## src/sv/modular_exponentiation_unit_macros.svh

```systemverilog
// assertion macros shared by the rtl
`ifndef MODULAR_EXPONENTIATION_UNIT_MACROS_SVH
`define MODULAR_EXPONENTIATION_UNIT_MACROS_SVH

// same-cycle implication
`define MEU_ASSERT_NOW(label, clk, rst, ante, cons) \
   label: assert property (@(posedge clk) disable iff (rst) (ante) |-> (cons)) \
      else $error("assertion failed");

// next-cycle implication
`define MEU_ASSERT_NEXT(label, clk, rst, ante, cons) \
   label: assert property (@(posedge clk) disable iff (rst) (ante) |=> (cons)) \
      else $error("assertion failed");

`endif

```

## src/sv/meu_pkg.sv

```systemverilog
`timescale 1ns / 1ps
`default_nettype none
package meu_pkg;

   localparam int DATA_WIDTH  = 63;
   localparam int CNT_WIDTH   = $clog2(DATA_WIDTH);
   localparam int REQ_TDATA_W = ((2 * DATA_WIDTH + 7) / 8) * 8;
   localparam int RSP_TDATA_W = ((DATA_WIDTH + 7) / 8) * 8;

   localparam logic [DATA_WIDTH-1:0] RESET_MODULUS = DATA_WIDTH'(64'd1000000007);

   typedef enum logic [5:0] {
      ST_IDLE    = 6'b000001,
      ST_REDUCE  = 6'b000010,
      ST_STEP    = 6'b000100,
      ST_MUL_ACC = 6'b001000,
      ST_MUL_SQR = 6'b010000,
      ST_DONE    = 6'b100000
   } state_type;

   // one shift-and-add step: (2*acc + (bit ? a : 0)) mod m, with acc, a < m
   function automatic logic [DATA_WIDTH-1:0] mod_step(
      input logic [DATA_WIDTH-1:0] acc,
      input logic [DATA_WIDTH-1:0] a,
      input logic [DATA_WIDTH-1:0] m,
      input logic                  bit_in
   );
      logic [DATA_WIDTH+1:0] t;
      logic [DATA_WIDTH+1:0] m1;
      logic [DATA_WIDTH+1:0] m2;
      logic [DATA_WIDTH+1:0] r;
      t  = {1'b0, acc, 1'b0} + (bit_in ? {2'b00, a} : '0);
      m1 = {2'b00, m};
      m2 = {1'b0, m, 1'b0};
      if (t >= m2) begin
         r = t - m2;
      end else if (t >= m1) begin
         r = t - m1;
      end else begin
         r = t;
      end
      return r[DATA_WIDTH-1:0];
   endfunction

endpackage
`default_nettype wire

```

## src/sv/modular_exponentiation_unit.sv

```systemverilog
`timescale 1ns / 1ps
`default_nettype none
// every modular product, and the reduction of the base after accept, runs on the shared
//   shift-and-add unit; an item costs that reduction plus one product for each squaring
//   and one for each set exponent bit
// throughput: one item at a time, req_tready is high only while the sequencer is idle
// reset: synchronous, active high; modulus returns to 1000000007, no result pending
`include "modular_exponentiation_unit_macros.svh"
module modular_exponentiation_unit (
   input  wire logic                               clock,
   input  wire logic                               reset,
   // modulus write channel
   input  wire logic                               csr_valid,
   output      logic                               csr_ready,
   input  wire logic [meu_pkg::DATA_WIDTH-1:0]     csr_data,
   // request items
   input  wire logic                               req_tvalid,
   output      logic                               req_tready,
   input  wire logic [meu_pkg::REQ_TDATA_W-1:0]    req_tdata,   // base, exponent, zero pad
   input  wire logic [0:0]                         req_tuser,   // func
   // result items
   output      logic                               rsp_tvalid,
   input  wire logic                               rsp_tready,
   output      logic [meu_pkg::RSP_TDATA_W-1:0]    rsp_tdata    // result, zero pad
);

   localparam int W = meu_pkg::DATA_WIDTH;

   // configuration
   logic [W-1:0] modulus_ff, modulus_in;

   // sequencer
   meu_pkg::state_type state_ff, state_in;

   // operands of the current item
   logic [W-1:0] mod_ff,  mod_in;     // modulus captured at accept
   logic [W-1:0] exp_ff,  exp_in;     // remaining exponent bits
   logic [W-1:0] base_ff, base_in;    // running square of base
   logic [W-1:0] res_ff,  res_in;     // running result

   // shared modular multiplier: acc = a * b mod m, msb of b first
   logic [W-1:0]                  mul_a_ff,   mul_a_in;
   logic [W-1:0]                  mul_b_ff,   mul_b_in;
   logic [W-1:0]                  mul_acc_ff, mul_acc_in;
   logic [meu_pkg::CNT_WIDTH-1:0] cnt_ff,     cnt_in;
   logic [W-1:0]                  mul_step;
   logic                          mul_last;

   // output register
   logic         rsp_valid_ff, rsp_valid_in;
   logic [W-1:0] rsp_data_ff,  rsp_data_in;

   logic         req_fire;
   logic         rsp_free;
   logic [W-1:0] req_base;
   logic [W-1:0] req_exp;

   assign csr_ready  = 1'b1;
   assign req_tready = (state_ff == meu_pkg::ST_IDLE);
   assign req_fire   = req_tvalid & req_tready;
   assign req_base   = req_tdata[W-1:0];
   assign req_exp    = req_tdata[2*W-1:W];
   assign rsp_tvalid = rsp_valid_ff;
   assign rsp_tdata  = meu_pkg::RSP_TDATA_W'(rsp_data_ff);
   assign rsp_free   = ~rsp_valid_ff | rsp_tready;

   // one shift-and-add step per cycle
   assign mul_step = meu_pkg::mod_step(mul_acc_ff, mul_a_ff, mod_ff, mul_b_ff[W-1]);
   assign mul_last = (cnt_ff == meu_pkg::CNT_WIDTH'(W - 1));

   always_comb begin
      modulus_in   = modulus_ff;
      state_in     = state_ff;
      mod_in       = mod_ff;
      exp_in       = exp_ff;
      base_in      = base_ff;
      res_in       = res_ff;
      mul_a_in     = mul_a_ff;
      mul_b_in     = mul_b_ff;
      mul_acc_in   = mul_acc_ff;
      cnt_in       = cnt_ff;
      rsp_valid_in = rsp_valid_ff & ~rsp_tready;
      rsp_data_in  = rsp_data_ff;

      if (csr_valid) begin
         modulus_in = csr_data;
      end

      // multiplier advances in every multiply state
      mul_acc_in = mul_step;
      mul_b_in   = {mul_b_ff[W-2:0], 1'b0};
      cnt_in     = cnt_ff + 1'b1;

      unique case (state_ff)
         meu_pkg::ST_IDLE: begin
            if (req_fire) begin
               mod_in = modulus_ff;
               res_in = W'(1);
               // base mod m via horner over the bits of base with a = 1
               mul_a_in   = W'(1);
               mul_b_in   = req_base;
               mul_acc_in = '0;
               cnt_in     = '0;
               if (modulus_ff < W'(2)) begin
                  // no residue but zero
                  res_in   = '0;
                  state_in = meu_pkg::ST_DONE;
               end else begin
                  exp_in   = req_tuser[0] ? (modulus_ff - W'(2)) : req_exp;
                  state_in = meu_pkg::ST_REDUCE;
               end
            end
         end
         meu_pkg::ST_REDUCE: begin
            if (mul_last) begin
               base_in  = mul_step;
               state_in = meu_pkg::ST_STEP;
            end
         end
         meu_pkg::ST_STEP: begin
            mul_acc_in = '0;
            cnt_in     = '0;
            mul_b_in   = base_ff;
            if (exp_ff == '0) begin
               state_in = meu_pkg::ST_DONE;
            end else if (exp_ff[0]) begin
               mul_a_in = res_ff;
               state_in = meu_pkg::ST_MUL_ACC;
            end else begin
               mul_a_in = base_ff;
               state_in = meu_pkg::ST_MUL_SQR;
            end
         end
         meu_pkg::ST_MUL_ACC: begin
            if (mul_last) begin
               res_in    = mul_step;
               exp_in[0] = 1'b0;
               state_in  = meu_pkg::ST_STEP;
            end
         end
         meu_pkg::ST_MUL_SQR: begin
            if (mul_last) begin
               base_in  = mul_step;
               exp_in   = exp_ff >> 1;
               state_in = meu_pkg::ST_STEP;
            end
         end
         meu_pkg::ST_DONE: begin
            // wait for the output register to drain
            if (rsp_free) begin
               rsp_valid_in = 1'b1;
               rsp_data_in  = res_ff;
               state_in     = meu_pkg::ST_IDLE;
            end
         end
         default: begin
            state_in = meu_pkg::ST_IDLE;
         end
      endcase
   end

   // control state
   always_ff @(posedge clock) begin
      if (reset) begin
         state_ff     <= meu_pkg::ST_IDLE;
         rsp_valid_ff <= 1'b0;
         modulus_ff   <= meu_pkg::RESET_MODULUS;
      end else begin
         state_ff     <= state_in;
         rsp_valid_ff <= rsp_valid_in;
         modulus_ff   <= modulus_in;
      end
   end

   // datapath
   always_ff @(posedge clock) begin
      mod_ff      <= mod_in;
      exp_ff      <= exp_in;
      base_ff     <= base_in;
      res_ff      <= res_in;
      mul_a_ff    <= mul_a_in;
      mul_b_ff    <= mul_b_in;
      mul_acc_ff  <= mul_acc_in;
      cnt_ff      <= cnt_in;
      rsp_data_ff <= rsp_data_in;
   end

   // checks
   `MEU_ASSERT_NOW(a_state_onehot, clock, reset, 1'b1, $onehot(state_ff))
   `MEU_ASSERT_NOW(a_mul_acc_reduced, clock, reset,
      (state_ff == meu_pkg::ST_MUL_ACC) || (state_ff == meu_pkg::ST_MUL_SQR),
      mul_acc_ff < mod_ff)
   `MEU_ASSERT_NOW(a_result_reduced, clock, reset,
      (state_ff == meu_pkg::ST_DONE) && (mod_ff >= W'(2)), res_ff < mod_ff)
   `MEU_ASSERT_NEXT(a_busy_after_accept, clock, reset, req_fire, !req_tready)

endmodule
`default_nettype wire

```

## config.mk

```make
export PLATFORM = sky130hd
export DESIGN_NAME = modular_exponentiation_unit
export DESIGN_NICKNAME = d
export VERILOG_FILES = /design/src/sv/meu_pkg.sv /design/src/sv/modular_exponentiation_unit.sv
export VERILOG_INCLUDE_DIRS = /design/src /design/src/sv
export SDC_FILE = /design/constraint.sdc
export NUM_CORES = 1
export LEC_CHECK = 0
export ABC_CLOCK_PERIOD_IN_PS = 7600
export BUFFER_PORTS_ARGS = -buffer_cell sky130_fd_sc_hd__buf_2
export CORE_ASPECT_RATIO = 0.7
export CORE_MARGIN = 5
export CORE_UTILIZATION = 52
export DETAILED_ROUTE_END_ITERATION = 12
export PLACE_DENSITY = 0.72
export SYNTH_ARGS = -nofsm -noshare
export SYNTH_HDL_FRONTEND = slang
export SYNTH_SLANG_ARGS = --single-unit
```

## constraint.sdc

```tcl
create_clock -name clock -period 7.6 [get_ports clock]
set_clock_uncertainty 0.1 [all_clocks]
set_input_delay 0 -clock clock [delete_from_list [all_inputs] [get_ports clock]]
set_output_delay 0 -clock clock [all_outputs]
set_load 0.02 [all_outputs]
```

==> results of run 1 <==
-- cell usage in the layout, fill, tap and decap left out, drive strengths merged, types with 165 or more instances in the layout --
cell         netlist  routed
inv              159     165
a21oi            258     258
dfxtp            202     202
ha               191     191
nand2            472     472
edfxtp           378     378
buf               52     569
nor2             345     345
o21ai            288     288
dlygate4sd3        0     310
-- final cells by class --
class / count / area [um2] / area share
repair buffers: 879 / 6820 / 0.154
multi-input cells: 2862 / 18400 / 0.416
flip-flops and latches: 580 / 15400 / 0.348
clock buffers: 73 / 1520 / 0.0343
clock inverters: 33 / 370 / 0.00837
well taps: 891 / 1110 / 0.0252
inverters: 159 / 597 / 0.0135
-- power breakdown --
group / switching (mW) / internal, mW
registers: 0.214 / 4.20
logic: 8.41 / 6.25
clock network: 1.28 / 1.60
-- cell families after synthesis --
logic type      after synthesis  share of synthesized area
simple gates               1305                      0.171
compound gates              956                      0.171
flops                       580                      0.439
buf+inv                     356                     0.0398
xor+xnor                    217                     0.0544
fa+ha+maj                   194                     0.0698
mux                         188                     0.0546
other cells                   2                   0.000214
-- routing by layer --
layer  vias to the layer above  track usage
met1                     15226        0.394
met5                         -            0
met4                         6       0.0873
met3                       247       0.0427
met2                      1257        0.522
li1                      15205            -
-- path summary, 6_finish.rpt --
path / startpoint / end / slack [ns] / depth (start not counted)
worst max register to register: mul_b_ff[62] / res_ff[37] / 0.49 / 28
worst min-delay path: req_tdata[21] / mul_b_ff[21] / 0.02 / 4
worst max-delay path: mul_b_ff[62] / res_ff[37] / 0.49 / 28
worst min register to register: mul_b_ff[11] / mul_b_ff[12] / 0.32 / 2
-- per-stage QoR --
step / cells / util / worst slack (ns)
final: 5477 / 0.664 / 0.489
after global routing: 5477 / 0.664 / 0.135
after CTS: 5477 / 0.664 / 0.603
after detailed placement: 5061 / 0.589 / 0.639
after global placement: 5061 / 0.589 / 0.706
after floorplan: 3798 / - / 0.00509
-- timing repair --
action / 4_1_cts / 5_1_grt
hold buffers: 310 / 0
buffers inserted: 0 / 0
hold endpoints to repair: 196 / 0
-- registers in the layout, summed over array words and instances, names as in the netlist --
| name | cells |
|---|---|
| rsp_data_ff | 63 |
| mul_b_ff | 63 |
| modulus_ff | 63 |
| exp_ff | 63 |
| mul_a_ff | 63 |
| res_ff | 63 |
| rsp_tvalid | 1 |
| base_ff | 63 |
| state_ff | 6 |
| mod_ff | 63 |
| cnt_ff | 6 |
| mul_acc_ff | 63 |
-- critical path, delay by kind of cell, from the launching register on --
| kind | cells | cell delay (ns) |
|---|---|---|
| compound gates | 14 | 3.71 |
| simple gates | 5 | 0.96 |
| buf+inv | 5 | 0.83 |
| fa+ha+maj | 3 | 0.81 |
| flops | 1 | 0.32 |
| xor+xnor | 1 | 0.18 |
==> flow_summary.toml, run 1 <==
[timing]
finalSetupViolations = 0
fin_crit_ns = 7.11
fin_crit_sh = 0.936
finalHoldViolations = 0
slew_viol_final = 0
tightest_slew_ns = 1.25
rsz0062_at_grt = "false"
holdWs_ns = 0.0197
clock.fmax_mhz = 141
maxSlewHeadroom = 0.160
tns_ns = 0

[detailed_routing]
vias = 31941
wl_met3_mm = 7.85
drt_wl_total_mm = 114
wl_per_cell_um = 20.8
met2_wirelength_mm = 55.2
dr.max_layer_used = "met5"
drc_errors = 0
first_pass_iters = 6
ant_nets = 0
wl_met1_mm = 47.2
drt_iter0_drc = 2958
vias_per_cell = 5.83

[clock_network]
path_clk_slew_ns = 0.07
root_buffer = "clkbuf_16"
numCtsBuffers = 56
clk_latency_ns = 0.66
htreeDepth = 2
ctsResizeCount = 0
clockBufferDepth = 3
clkSinkCount = 580
cts_tree = "yes"

[die]
start_util = 0.527
fp.dieH_um = 227
placementRows = 79
dieArea_um2 = 72900
core_um2 = 66600
fp.dieW_um = 321
io_pins = 264

[layout]
fill_cells = 5362
fin_area_um2 = 44200
drive_gt1_frac = 0.161
antenna_cells = 0
nNetsFinal = 4929
synthToLayoutAreaGrowth_pct = 26.0

[placed_design]
hpwl_mm = 81.5
gp_congestion = 1.01
post_dp_cell_area_um2 = 39200
portBuffers = 259

[pwr]
ir_drop_uv = 500
finalPower_mw = 21.9
power.leakage_nw = 18.9
powerDensity_nw_per_um2 = 496

[worst_hold_path]
hold_class = "input port to register"

[flow_run]
max_cap_viol_count = 0

[synthesis]
yosys_warnings = 0
syn-cell-area_um2 = 35100
synth_nets = 4189
postSynthCellCount = 3798
synth_seq_cells = 580
yosys.cell_count.top_type = "nand2_1"
synthTopCellsByCount = "472 x nand2_1, 378 x edfxtp_1, 345 x nor2_1"
synth_area_leaders = "edfxtp_1 32%, dfxtp_1 12%, ha_1 6.8%"
synth-edff-count = 378
synth_top_cell_area_share = 0.323
yosys.area.top_type = "edfxtp_1"
ys_types = 87
ys.flop_type = "edfxtp_1"
async_flop_share = 0
postSynthAreaPerCell_um2 = 9.24
ys_seq_area_frac = 0.439

[critical_path]
end_kind = "register"
critPathArrivalTime_ns = 7.51
worstPathRequired_ns = 8.00
critPathMostFrequentCell = "o211ai_1"
slowest_stage = "a211oi_1"
critical_path_class = "register to register"
max_stage_delay_ns = 0.48
crit_fanout = 43
startpoint_type = "register"

[global_route]
grt_usage = 0.300
grt_max_degree = 129
grt_pass1_wl_mm = 172
grt_pass1_vias = 30784
antenna_found_initial = 4
overflow = 0

[run_status]
status = "finished, final reports clean"
(Power assumes the default switching activity.)
==> run 2, diff against run 1 <==
--- a/config.mk
+++ b/config.mk
@@ -10,9 +10,9 @@
 export BUFFER_PORTS_ARGS = -buffer_cell sky130_fd_sc_hd__buf_2
 export CORE_ASPECT_RATIO = 0.7
 export CORE_MARGIN = 5
-export CORE_UTILIZATION = 52
+export CORE_UTILIZATION = 45
 export DETAILED_ROUTE_END_ITERATION = 12
-export PLACE_DENSITY = 0.72
+export PLACE_DENSITY = 0.64
 export SYNTH_ARGS = -nofsm -noshare
 export SYNTH_HDL_FRONTEND = slang
 export SYNTH_SLANG_ARGS = --single-unit
==> flow_summary.toml, run 2 (synthesis results as in run 1) <==
[critical_path]
worstPathRequired_ns = 7.87
reg2reg_from = "mul_b_ff[62]"
slowest_stage = "or4_1"
max_stage_delay_ns = 0.62
crit_fanout = 50
critPathLaunch = "mul_b_ff[62]"
critPathArrivalTime_ns = 7.49
end_kind = "register"
critical_path_class = "register to register"
startpoint_type = "register"

[run_status]
status = "finished, final reports clean"

[detailed_routing]
vias = 31340
drc_errors = 0
vias_per_cell = 5.55
wl_per_cell_um = 20.3
first_pass_iters = 6
ant_nets = 0
drt_iter0_drc = 2900
drt_wl_total_mm = 115

[timing]
maxSlewHeadroom = 0.219
tightest_slew_ns = 1.17
rsz0062_at_grt = "false"
tns_ns = 0
finalHoldViolations = 0
clock.fmax_mhz = 139
fin_crit_ns = 7.22
fin_crit_sh = 0.950
slew_viol_final = 0
finalSetupViolations = 0
holdWs_ns = 0.0216

[global_route]
grt_usage = 0.265
grt_pass1_wl_mm = 175
grt_pass1_vias = 30483
grt_max_degree = 129
overflow = 0
antenna_found_initial = 1

[pwr]
powerDensity_nw_per_um2 = 494
power.leakage_nw = 19.0
finalPower_mw = 22.0
ir_drop_uv = 347

[clock_network]
htreeDepth = 2
path_clk_slew_ns = 0.07
clk_latency_ns = 0.65
numCtsBuffers = 56
clockBufferDepth = 3
clkSinkCount = 580
root_buffer = "clkbuf_16"
cts_tree = "yes"

[flow_run]
max_cap_viol_count = 0

[worst_hold_path]
hold_class = "input port to register"
min_from = "req_tdata[20]"

[layout]
synthToLayoutAreaGrowth_pct = 27.1
nNetsFinal = 4941
final_common_cell = "nand2_1"
final_cells = 5643
most-common-layout-cells = "471 x nand2_1, 378 x edfxtp_1, 342 x nor2_1"
finish.utilization = 0.578
drive_gt1_frac = 0.161

[placed_design]
hpwl_mm = 84.5
portBuffers = 259
place_inst = 5207
gp_congestion = 0.960

[die]
fp.dieW_um = 344
dieArea_um2 = 83800
core_um2 = 77100
placementRows = 85
start_util = 0.455
io_pins = 264
fp.dieH_um = 244
[run 2: worst max-delay path, delay by kind of cell, from the launching register on]
kind	cells	cell delay, ns
buffers and inverters	6	1.06
adders and majority gates	3	1.00
xor gates and xnor gates	1	0.10
muxes	2	0.41
DFF	1	0.32
and+or+nand+nor	5	1.26
AOI/OAI and AO/OA	9	2.59
[run 2: path summary, 6_finish.rpt]
check | end | slack, ns | cells after the start
max | res_ff[15] | 0.38 | 26
min | mul_b_ff[20] | 0.02 | 4
max reg2reg | res_ff[15] | 0.38 | 26
min reg2reg | mul_b_ff[2] | 0.32 | 2
[run 2: per-layer routing]
metal	track usage	vias to the layer above	wire length, um
met4	0.0623	0	2710
li1	-	15216	-
met2	0.454	956	55400
met3	0.0314	175	6410
met5	0	-	0
met1	0.361	14993	50200
[run 2: through the flow]
stage | setup WS [ns] | area [um2]
global route | 0.00362 | 44600
detailed placement | 0.512 | 39400
CTS | 0.476 | 44600
finish | 0.380 | 44600
global placement | 0.506 | 39400
floorplan | 0.00509 | 35100
[run 2: timing repair]
item,CTS,global route
setup buffers,0,0
gates resized for setup,0,1
hold buffers,329,0
endpoints found under the hold margin,206,0
setup endpoints to repair,0,2
[run 2: area by class of cell]
| type | instances | area [um2] |
|---|---|---|
| antenna | 1 | 2.50 |
| clock buffer | 77 | 1600 |
| clock inverter | 29 | 338 |
| fill | 6775 | 32500 |
| inverter | 159 | 597 |
| multi-input combinational | 2862 | 18400 |
| sequential | 580 | 15400 |
| tap | 1044 | 1310 |
| timing repair buffer | 891 | 6940 |
[run 2: report_power, final]
part	leakage [nW]	total (mW)	switching, mW	internal, mW
logic	12.8	14.7	8.41	6.27
registers	5.26	4.41	0.208	4.20
clock network	0.954	2.93	1.27	1.66
